--- config.mk ---
export PLATFORM = sky130hd
export DESIGN_NAME = byterun_packbits_decoder_unit
export DESIGN_NICKNAME = d
export VERILOG_FILES = /design/src/hw/rtl/bpd_pkg.sv /design/src/hw/rtl/bpd_ctrl.sv /design/src/hw/rtl/bpd_datapath.sv /design/src/hw/rtl/byterun_packbits_decoder_unit.sv
export SDC_FILE = /design/constraint.sdc
export NUM_CORES = 1
export LEC_CHECK = 0
export BUFFER_PORTS_ARGS = -buffer_cell sky130_fd_sc_hd__buf_4
export CAP_MARGIN = 20
export CORE_MARGIN = 3
export CORE_UTILIZATION = 50
export CTS_BUF_LIST = sky130_fd_sc_hd__clkbuf_16
export CTS_CLUSTER_DIAMETER = 200
export CTS_CLUSTER_SIZE = 20
export DETAILED_ROUTE_END_ITERATION = 10
export PLACE_DENSITY = 0.72
export SLEW_MARGIN = 20
export SYNTH_ARGS = -nofsm -noshare
export SYNTH_HDL_FRONTEND = slang
export SYNTH_SLANG_ARGS = --single-unit
--- constraint.sdc ---
create_clock -name clk -period 4 [get_ports clk]
set_clock_uncertainty 0.05 [all_clocks]
set_input_delay 0.2 -clock clk [delete_from_list [all_inputs] [get_ports clk]]
set_output_delay 0.2 -clock clk [all_outputs]
set_load 0.02 [all_outputs]
--- src/hw/rtl/bpd_pkg.sv ---
// Shared types and constants for the PackBits / ByteRun1 decoder.
// Used by bpd_ctrl, bpd_datapath and byterun_packbits_decoder_unit.
package bpd_pkg;

  // Repeat runs go out in results of at most this many bytes.
  localparam int BYTES_PER_RESULT = 8;
  localparam int CHUNK_BYTES = (BYTES_PER_RESULT > 8) ? 8 :
                               ((BYTES_PER_RESULT < 1) ? 1 : BYTES_PER_RESULT);

  localparam int          OUT_BYTES_W  = 64;
  localparam int          COUNT_W      = 4;
  localparam int          JOB_W        = 32;
  localparam logic [JOB_W-1:0] EXPECTED_LENGTH_RESET = 32'd1;
  localparam logic [8:0]  REPEAT_BASE  = 9'h101;

  typedef enum logic [1:0] {
    ST_HEADER  = 2'd0,
    ST_LITERAL = 2'd1,
    ST_REP_VAL = 2'd2,
    ST_REP_OUT = 2'd3
  } state_t;

  // Commands from the controller to the datapath.
  typedef struct packed {
    logic hdr_take;   // header byte transferred
    logic lit_take;   // literal byte transferred
    logic val_take;   // repeat value byte transferred
    logic emit_chunk; // push one packed repeat result
  } dp_cmd_t;

  // Status from the datapath to the controller.
  typedef struct packed {
    logic out_valid;   // output register holds a result
    logic overrun;     // current header byte would exceed the job
    logic hdr_repeat;  // current header byte starts a repeat run
    logic lit_last;    // one literal byte left in the run
    logic chunk_last;  // the next repeat result ends the run
  } dp_status_t;

endpackage

--- src/hw/rtl/bpd_ctrl.sv ---
// Controller state machine of the PackBits decoder.
// Depends on bpd_pkg for the state type and the command/status structs.
module bpd_ctrl (
  input  logic                clk,
  input  logic                rst,
  input  logic                in_valid,
  output logic                in_ready,
  input  logic                out_ready,
  input  bpd_pkg::dp_status_t status,
  output bpd_pkg::dp_cmd_t    cmd
);

  bpd_pkg::state_t state;
  bpd_pkg::state_t state_next;
  logic            out_free;
  logic            in_take;

  // The output register can take a new result this cycle.
  assign out_free = !status.out_valid || out_ready;
  assign in_take  = in_valid && in_ready;

  always_ff @(posedge clk) begin
    if (rst) begin
      state <= bpd_pkg::ST_HEADER;
    end else begin
      state <= state_next;
    end
  end

  always_comb begin
    state_next = state;
    unique case (state)
      bpd_pkg::ST_HEADER: begin
        if (in_take && !status.overrun) begin
          state_next = status.hdr_repeat ? bpd_pkg::ST_REP_VAL : bpd_pkg::ST_LITERAL;
        end
      end
      bpd_pkg::ST_LITERAL: begin
        if (in_take && status.lit_last) begin
          state_next = bpd_pkg::ST_HEADER;
        end
      end
      bpd_pkg::ST_REP_VAL: begin
        if (in_take) begin
          state_next = bpd_pkg::ST_REP_OUT;
        end
      end
      bpd_pkg::ST_REP_OUT: begin
        if (out_free && status.chunk_last) begin
          state_next = bpd_pkg::ST_HEADER;
        end
      end
      default: state_next = bpd_pkg::ST_HEADER;
    endcase
  end

  always_comb begin
    in_ready       = 1'b0;
    cmd.hdr_take   = 1'b0;
    cmd.lit_take   = 1'b0;
    cmd.val_take   = 1'b0;
    cmd.emit_chunk = 1'b0;
    unique case (state)
      bpd_pkg::ST_HEADER: begin
        in_ready     = out_free;
        cmd.hdr_take = in_take;
      end
      bpd_pkg::ST_LITERAL: begin
        in_ready     = out_free;
        cmd.lit_take = in_take;
      end
      bpd_pkg::ST_REP_VAL: begin
        in_ready     = 1'b1;
        cmd.val_take = in_take;
      end
      bpd_pkg::ST_REP_OUT: begin
        cmd.emit_chunk = out_free;
      end
      default: in_ready = 1'b0;
    endcase
  end

endmodule

--- src/hw/rtl/bpd_datapath.sv ---
// Datapath of the PackBits decoder: length counters, repeat value and the
// output register. Depends on bpd_pkg for constants and command/status structs.
module bpd_datapath (
  input  logic                          clk,
  input  logic                          rst,
  input  logic                          cfg_we,
  input  logic [bpd_pkg::JOB_W-1:0]     cfg_wdata,
  input  logic [7:0]                    in_byte,
  input  logic                          out_ready,
  input  bpd_pkg::dp_cmd_t              cmd,
  output bpd_pkg::dp_status_t           status,
  output logic                          out_valid,
  output logic [bpd_pkg::OUT_BYTES_W-1:0] out_bytes,
  output logic [bpd_pkg::COUNT_W-1:0]   byte_count,
  output logic                          last_of_item,
  output logic                          job_done,
  output logic                          overrun_error
);

  logic [bpd_pkg::JOB_W-1:0] expected_length;
  logic [bpd_pkg::JOB_W-1:0] job_left;
  logic [7:0]                run_left;
  logic [7:0]                rep_value;

  logic [8:0]                run_len;
  logic                      job_zero;
  logic [bpd_pkg::COUNT_W-1:0] chunk_n;
  logic [bpd_pkg::OUT_BYTES_W-1:0] chunk_bytes;

  // Run length of a header: 0x101 - h for a repeat, h + 1 for a literal.
  always_comb begin
    if (in_byte[7]) begin
      run_len = bpd_pkg::REPEAT_BASE - {1'b0, in_byte};
    end else begin
      run_len = {1'b0, in_byte} + 9'd1;
    end
  end

  assign job_zero = (job_left == '0);

  always_comb begin
    if (run_left > 8'(bpd_pkg::CHUNK_BYTES)) begin
      chunk_n = bpd_pkg::COUNT_W'(bpd_pkg::CHUNK_BYTES);
    end else begin
      chunk_n = run_left[bpd_pkg::COUNT_W-1:0];
    end
  end

  // Bytes above the count stay zero.
  always_comb begin
    for (int i = 0; i < 8; i++) begin
      chunk_bytes[8*i +: 8] = (4'(i) < chunk_n) ? rep_value : 8'h00;
    end
  end

  assign status.out_valid  = out_valid;
  assign status.overrun    = {{(bpd_pkg::JOB_W-9){1'b0}}, run_len} > job_left;
  assign status.hdr_repeat = in_byte[7];
  assign status.lit_last   = (run_left == 8'd1);
  assign status.chunk_last = (run_left <= 8'(bpd_pkg::CHUNK_BYTES));

  always_ff @(posedge clk) begin
    if (rst) begin
      expected_length <= bpd_pkg::EXPECTED_LENGTH_RESET;
    end else if (cfg_we) begin
      expected_length <= cfg_wdata;
    end
  end

  always_ff @(posedge clk) begin
    if (rst) begin
      job_left <= bpd_pkg::EXPECTED_LENGTH_RESET;
      run_left <= '0;
    end else begin
      if (cmd.hdr_take) begin
        if (status.overrun) begin
          job_left <= expected_length;
          run_left <= '0;
        end else begin
          job_left <= job_left - {{(bpd_pkg::JOB_W-9){1'b0}}, run_len};
          run_left <= run_len[7:0];
        end
      end else if (cmd.lit_take) begin
        run_left <= run_left - 8'd1;
        if (status.lit_last && job_zero) begin
          job_left <= expected_length;
        end
      end else if (cmd.emit_chunk) begin
        run_left <= run_left - {4'd0, chunk_n};
        if (status.chunk_last && job_zero) begin
          job_left <= expected_length;
        end
      end
    end
  end

  always_ff @(posedge clk) begin
    if (cmd.val_take) begin
      rep_value <= in_byte;
    end
  end

  // Output register: loaded by a literal byte, a repeat chunk or an overrun.
  always_ff @(posedge clk) begin
    if (rst) begin
      out_valid <= 1'b0;
    end else if ((cmd.hdr_take && status.overrun) || cmd.lit_take || cmd.emit_chunk) begin
      out_valid <= 1'b1;
    end else if (out_ready) begin
      out_valid <= 1'b0;
    end
  end

  always_ff @(posedge clk) begin
    if (cmd.hdr_take && status.overrun) begin
      out_bytes     <= '0;
      byte_count    <= '0;
      last_of_item  <= 1'b1;
      job_done      <= 1'b0;
      overrun_error <= 1'b1;
    end else if (cmd.lit_take) begin
      out_bytes     <= {{(bpd_pkg::OUT_BYTES_W-8){1'b0}}, in_byte};
      byte_count    <= bpd_pkg::COUNT_W'(1);
      last_of_item  <= 1'b1;
      job_done      <= status.lit_last && job_zero;
      overrun_error <= 1'b0;
    end else if (cmd.emit_chunk) begin
      out_bytes     <= chunk_bytes;
      byte_count    <= chunk_n;
      last_of_item  <= status.chunk_last;
      job_done      <= status.chunk_last && job_zero;
      overrun_error <= 1'b0;
    end
  end

endmodule

--- src/hw/rtl/byterun_packbits_decoder_unit.sv ---
// Top level of the PackBits / ByteRun1 decoder.
// Instantiates bpd_ctrl and bpd_datapath; uses bpd_pkg.
//
//  Channel  Handshake            Payload
//  -------  -------------------  -------------------------------------------
//  input    in_valid / in_ready  in_byte
//  output   out_valid/out_ready  out_bytes, byte_count, last_of_item,
//                                job_done, overrun_error
//  config   cfg_we (no wait)     cfg_wdata (expected_length)
//
// A literal byte gives one result. A repeat run takes the value byte, then
// emits its bytes as packed results of up to 8 bytes each through the
// single output register. rst is synchronous; after reset the expected
// length is 1. A stalled output holds the result and blocks input transfers
// that would produce another result.
module byterun_packbits_decoder_unit (
  input  logic        clk,
  input  logic        rst,
  input  logic        cfg_we,
  input  logic [31:0] cfg_wdata,
  input  logic        in_valid,
  output logic        in_ready,
  input  logic [7:0]  in_byte,
  output logic        out_valid,
  input  logic        out_ready,
  output logic [63:0] out_bytes,
  output logic [3:0]  byte_count,
  output logic        last_of_item,
  output logic        job_done,
  output logic        overrun_error
);

  bpd_pkg::dp_cmd_t    cmd;
  bpd_pkg::dp_status_t status;

  bpd_ctrl u_ctrl (
    .clk       (clk),
    .rst       (rst),
    .in_valid  (in_valid),
    .in_ready  (in_ready),
    .out_ready (out_ready),
    .status    (status),
    .cmd       (cmd)
  );

  bpd_datapath u_datapath (
    .clk           (clk),
    .rst           (rst),
    .cfg_we        (cfg_we),
    .cfg_wdata     (cfg_wdata),
    .in_byte       (in_byte),
    .out_ready     (out_ready),
    .cmd           (cmd),
    .status        (status),
    .out_valid     (out_valid),
    .out_bytes     (out_bytes),
    .byte_count    (byte_count),
    .last_of_item  (last_of_item),
    .job_done      (job_done),
    .overrun_error (overrun_error)
  );

endmodule
Yosys cells after proc, flatten, opt, wreduce, memory -nomap -nowiden
Index checks and enable logic that the tools add are counted.
- bits in registers: 154
- input port bits: 45
- output and inout port bits: 73
- logic and storage cells: 101
- $add $sub $neg: 5
- order comparisons: 11
- eq/ne operators: 9
- muxes and demuxes: 41
- reductions and logical operators: 22
- operators by type and width (kind ; number):
    two-way mux 32 bit ; 6
    two-way mux 8 bit ; 14
    greater-than comparator 9 x 32 -> 1 bit ; 1
    logical NOT 32 bit ; 1
    subtractor 32 x 9 -> 32 bit ; 1
    < comparator 3 x 4 -> 1 bit (first input constant) ; 4
    two-way mux 1 bit ; 12
    two-way mux 2 bit ; 5
    adder 8 x 1 -> 9 bit (second input constant) ; 1
    two-way mux 9 bit ; 1
    subtractor 9 x 8 -> 9 bit (first input constant) ; 1
    equality test 8 x 1 -> 1 bit (second input constant) ; 1
    greater-than comparator 8 x 4 -> 1 bit (second input constant) ; 1
    <= comparator 8 x 4 -> 1 bit (second input constant) ; 1
    < comparator 1 x 4 -> 1 bit (first input constant) ; 2
    < comparator 2 x 4 -> 1 bit (first input constant) ; 2
    != test 2 x 1 -> 1 bit (second input constant) ; 4
    case mux 2 bit (4 select lines) ; 1
    subtractor 8 x 1 -> 8 bit (second input constant) ; 1
    subtractor 8 x 4 -> 8 bit ; 1
    logical AND 1 bit ; 7
    nonzero test 3 bit ; 2
    equality test 2 bit (second input constant) ; 2
    two-way mux 4 bit ; 1
    other kinds (10) ; 15

Longest topological paths before layout
- depth in word-level cells: 9
- gate-level depth with buffers: 17
- gate-level depth less buffers: 14

Cells and area by module
From an unflattened synthesis, not the netlist that was laid out.
- cells, all modules: 852
- area total of the unflattened synthesis: 7544.7 um2
- by module, submodules not included (module ; times used ; cells an instance ; area an instance (um2)):
    bpd_datapath ; 1 ; 831 ; 7369.6
    bpd_ctrl ; 1 ; 21 ; 175.2

Worst setup path before layout
No wires, ideal clock.
- kind: input port to flip-flop
- start: input port in_byte[3]
- end: register u_datapath.job_left[25] (netlist name)
- library setup time: 0.131 ns
- arrival time: 3.140 ns
- data required time: 3.819 ns
- path slack: 0.679 ns
- stages: 13
- path through: clkbuf_1 or4_1 a21oi_1 nor2_1 xnor2_1 ha_1 a2111o_1 o2111a_1 a211oi_2 clkbuf_1 nand3_1 a21oi_1 o32ai_1
- longest elaborated chain between the ends: 5
- ends and longest elaborated chain (item ; RTL line ; source):
    from (decl) ; byterun_packbits_decoder_unit.sv:23 ; input logic [7:0] in_byte,
    subtractor 9 x 8 -> 9 bit or adder 8 x 1 -> 9 bit (tied branches) ; bpd_datapath.sv:33, bpd_datapath.sv:35 ;
    two-way mux 9 bit * ; bpd_datapath.sv:32 ; if (in_byte[7]) begin
    subtractor 32 x 9 -> 32 bit or greater-than comparator 9 x 32 -> 1 bit (tied branches) ; bpd_datapath.sv:80, bpd_datapath.sv:57 ;
    two-way mux 32 bit * ; bpd_datapath.sv:76 ; if (status.overrun) begin
    two-way mux 32 bit * ; bpd_datapath.sv:75 ; if (cmd.hdr_take) begin
    to (signal assigned) ; bpd_datapath.sv:77 ; job_left <= expected_length;
    to (signal assigned) ; bpd_datapath.sv:80 ; job_left <= job_left - {{(bpd_pkg::JOB_W-9){1'b0}}, run_len};
    to (signal assigned) ; bpd_datapath.sv:86 ; job_left <= expected_length;
    to (decl) ; bpd_datapath.sv:21 ; logic [bpd_pkg::JOB_W-1:0] job_left;
Every way passes the cells marked *; elsewhere a longest branch is shown, timed or not.
A chain may end at the register's enable or synchronous reset.

Final worst setup path
- start: input port in_byte[0]
- end: register u_datapath.job_left[28] (netlist name)
Same word-level chain as after synthesis.

==> impl_metrics.json <==
{
  "status": "finished, final reports clean",
  "fp.dieW_um": 125.0,
  "cpPeakStageDelay_ns": 0.55,
  "drt_iter0_drc": 631,
  "powerDensity_mw_per_mm2": 828.3,
  "power.leakage_nw": 3.787,
  "h-tree-depth": 4,
  "fill_cells": 1125,
  "ys_async_sr_fraction": 0,
  "drive_above_1_share": 0.1888,
  "critPathLaunchType": "input port",
  "r2r-start": "u_datapath.job_left[8]$_SDFFE_PP0P_",
  "clkTransAtPathRegs_ns": 0.07,
  "synth_edf_count": 8,
  "synth_area_mm2": 0.007086,
  "min_from": "in_valid",
  "yosysWarnings": 0,
  "syn_avg_cell_area_um2": 9.049,
  "totalPowerFinal_mw": 7.432,
  "r2r_cells": 9,
  "cts_resized": 0,
  "grt_pass1_vias": 6256,
  "ir_drop_uv": 371.7,
  "clockBufferDepth": 2,
  "rows": 42,
  "cp_data_required_time_ns": 4.29,
  "crit_type": "in2reg",
  "setup_viol": 0,
  "grt_max_degree": 81,
  "yosys_register_bits": 154,
  "drc": 0,
  "end_kind": "flip-flop",
  "routabilityCongestion": 0.8784,
  "seq_area_frac_synth": 0.4464,
  "port_buffers": 117,
  "vias": 6588,
  "netlist_instances": 783,
  "min_period_ns": 3.642,
  "worst_pin_slew_ns": 0.8230,
  "wl_per_cell_um": 18.15,
  "r2r_setup_slack_ns": 0.83,
  "cts_tree": "yes",
  "max-cap-violations": 0,
  "fin_util": 0.6618,
  "nNetsFinal": 976,
  "critPathMaxFanout": 26,
  "min_path_type": "in2reg",
  "syn_to_final_growth_pct": 26.63,
  "final.setup.tns_ns": 0,
  "clock_sinks": 154,
  "die_area_mm2": 0.01564,
  "start_util": 0.5226,
  "hpwl_um": 14010,
  "final-hold-violation-count": 0,
  "clockRootBuffer": "clkbuf_16",
  "grt_usage": 0.2514,
  "worst_r2r_endpoint": "u_datapath.job_left[28]$_SDFFE_PP0P_",
  "ys.flop_type": "dfxtp_1",
  "slew_headroom": 0.4513,
  "synth.distinct_cells": 71,
  "drtPass1Iterations": 6,
  "insertion_delay_ns": 0.43,
  "antenna_found_initial": 0,
  "cp_cell_sequence": "dlygate4sd3_1 -> buf_4 -> ha_1 -> xnor2_1 -> nor2_1 -> a21oi_1 -> ha_1 -> a211oi_1 -> o21ai_0 -> o21ai_1 -> a21o_1 -> buf_12 -> o21ai_0 -> nor2b_1 -> a211oi_1",
  "cts_buffers": 17,
  "postRouteWirelength_um": 20020,
  "die_h_um": 125.0,
  "grt_overflow": 0,
  "startpoint": "in_byte[0]",
  "post-route-period-util": 0.9104,
  "grt_pass1_wl_um": 32400,
  "hold_slack_ns": 0.07088,
  "slowest_stage": "dlygate4sd3_1",
  "insertedDiodeCount": 0,
  "drtAntennaViolNets": 0,
  "ios": 118,
  "max_freq_ghz": 0.2746,
  "drv_slew": 0,
  "endpoint": "u_datapath.job_left[28]$_SDFFE_PP0P_",
  "avgViaCountPerCell": 5.973,
  "rsz0062_at_grt": "false",
  "core-area_mm2": 0.01356,
  "cp.arrival_ns": 3.93
}
==> per-stage QoR <==
stage               setup WS, ns  cells  area (um2)
global placement          0.6146   1033        8043
global route              0.1053   1103        8972
CTS                       0.4057   1103        8972
floorplan                 0.6789    784        7089
finish                    0.3583   1103        8972
detailed placement        0.5269   1033        8043
==> synth_stat cells (9+ instances only) <==
cell type,n,area share
a211oi_1,12,0.013
a21oi_1,46,0.032
a22o_1,52,0.064
a31oi_1,12,0.011
and3_1,10,0.0088
buf_1,15,0.0079
buf_2,10,0.0071
clkbuf_1,24,0.013
dfxtp_1,146,0.41
ha_1,15,0.026
inv_1,11,0.0058
mux2i_1,33,0.047
nand2_1,64,0.034
nand3_1,17,0.012
nor2_1,97,0.051
nor3_1,15,0.011
o211ai_1,9,0.0095
o21ai_0,40,0.028
xnor2_1,13,0.016
==> cells by family after synthesis <==
| group | synth area share |
|---|---|
| and+or+nand+nor | 0.1755 |
| xor gates and xnor gates | 0.01731 |
| muxes | 0.04821 |
| AOI/OAI and AO/OA | 0.2380 |
| other | 0.0005292 |
| adders and majority gates | 0.02931 |
| DFF | 0.4464 |
| buffers and inverters | 0.04468 |
==> worst min-delay path by stage <==
stage	cells past startpoint	endpoint	slack [ns]
3_3_place_gp	2	u_datapath.expected_length[0]$_SDFFE_PP1P_	0.36
6_report	3	u_ctrl.state[0]$_SDFFE_PP0P_	0.07
3_5_place_dp	2	u_datapath.expected_length[0]$_SDFFE_PP1P_	0.36
4_1_cts	3	u_ctrl.state[0]$_SDFFE_PP0P_	0.05
5_1_grt	3	u_ctrl.state[0]$_SDFFE_PP0P_	0.07
2_1_floorplan	0	u_datapath.rep_value[0]$_DFFE_PP_	0.25
==> per-layer routing <==
layer / global-route usage / up-vias / part of all wire
li1: - / 3157 / -
met1: 0.3237 / 3142 / 0.44
met2: 0.4173 / 253 / 0.48
met3: 0.05714 / 36 / 0.060
met4: 0.08737 / 0 / 0.023
met5: 0 / - / 0
==> layout make-up <==
type                    count  area [um2]  area share
flip-flops and latches    154        3163      0.3525
clock inverters            14       113.9     0.01269
repair buffers            170        1399      0.1559
clock buffers              17       425.4     0.04741
well taps                 176       220.2     0.02454
inverters                  11       41.29    0.004602
multi-input cells         561        3610      0.4023
==> power by group <==
| group | internal, mW | switching [mW] | leakage (nW) |
|---|---|---|---|
| registers | 2.03 | 0.396 | 1.27 |
| logic | 1.46 | 2.06 | 2.26 |
| clock network | 0.802 | 0.685 | 0.255 |
==> repair_timing <==
item | 4_1_cts | 5_1_grt
setup buffers | 0 | 0
hold buffers | 39 | 0
endpoints found under the hold margin | 39 | 0
==> state kept, by name, indices dropped and copies added (netlist names) <==
| signal | count |
|---|---|
| u_datapath.byte_count | 4 |
| u_datapath.overrun_error | 1 |
| u_datapath.run_left | 8 |
| u_datapath.rep_value | 8 |
| u_datapath.out_valid | 1 |
| u_datapath.job_done | 1 |
| u_datapath.out_bytes | 64 |
| u_datapath.expected_length | 32 |
| u_datapath.job_left | 32 |
| u_datapath.last_of_item | 1 |
| u_ctrl.state | 2 |
==> critical path: cells and delay by family <==
kind	cells	cell delay, ns
AO/OA/AOI/OAI	7	1.82
adder cells (fa/ha/maj)	2	0.60
XOR/XNOR	1	0.15
buffers and inverters	3	0.93
AND/OR/NAND/NOR	2	0.24
==> placed cells by master, fill, tap and decap left out, drive strengths merged, types with 3 or more instances in the layout <==
cell,count
a22o,52
inv,17
a21oi,47
o21ai,42
a31oi,12
edfxtp,8
nand2,64
mux2i,33
nand2b,6
o211ai,9
a211o,3
a22oi,8
clkinvlp,4
nand4,5
ha,15
nor4b,3
a311oi,6
nor4,10
and2,5
or3,5
nand3b,4
o22ai,3
o21a,4
nor2b,8
nand3,17
xnor2,13
a222oi,4
dfxtp,146
nor2,98
a32oi,6
buf,131
a21o,8
and3,10
clkbuf,17
clkinv,4
o32ai,3
dlygate4sd3,39
nor3,17
a211oi,13
Note: power is estimated with default switching activity, not from simulation.
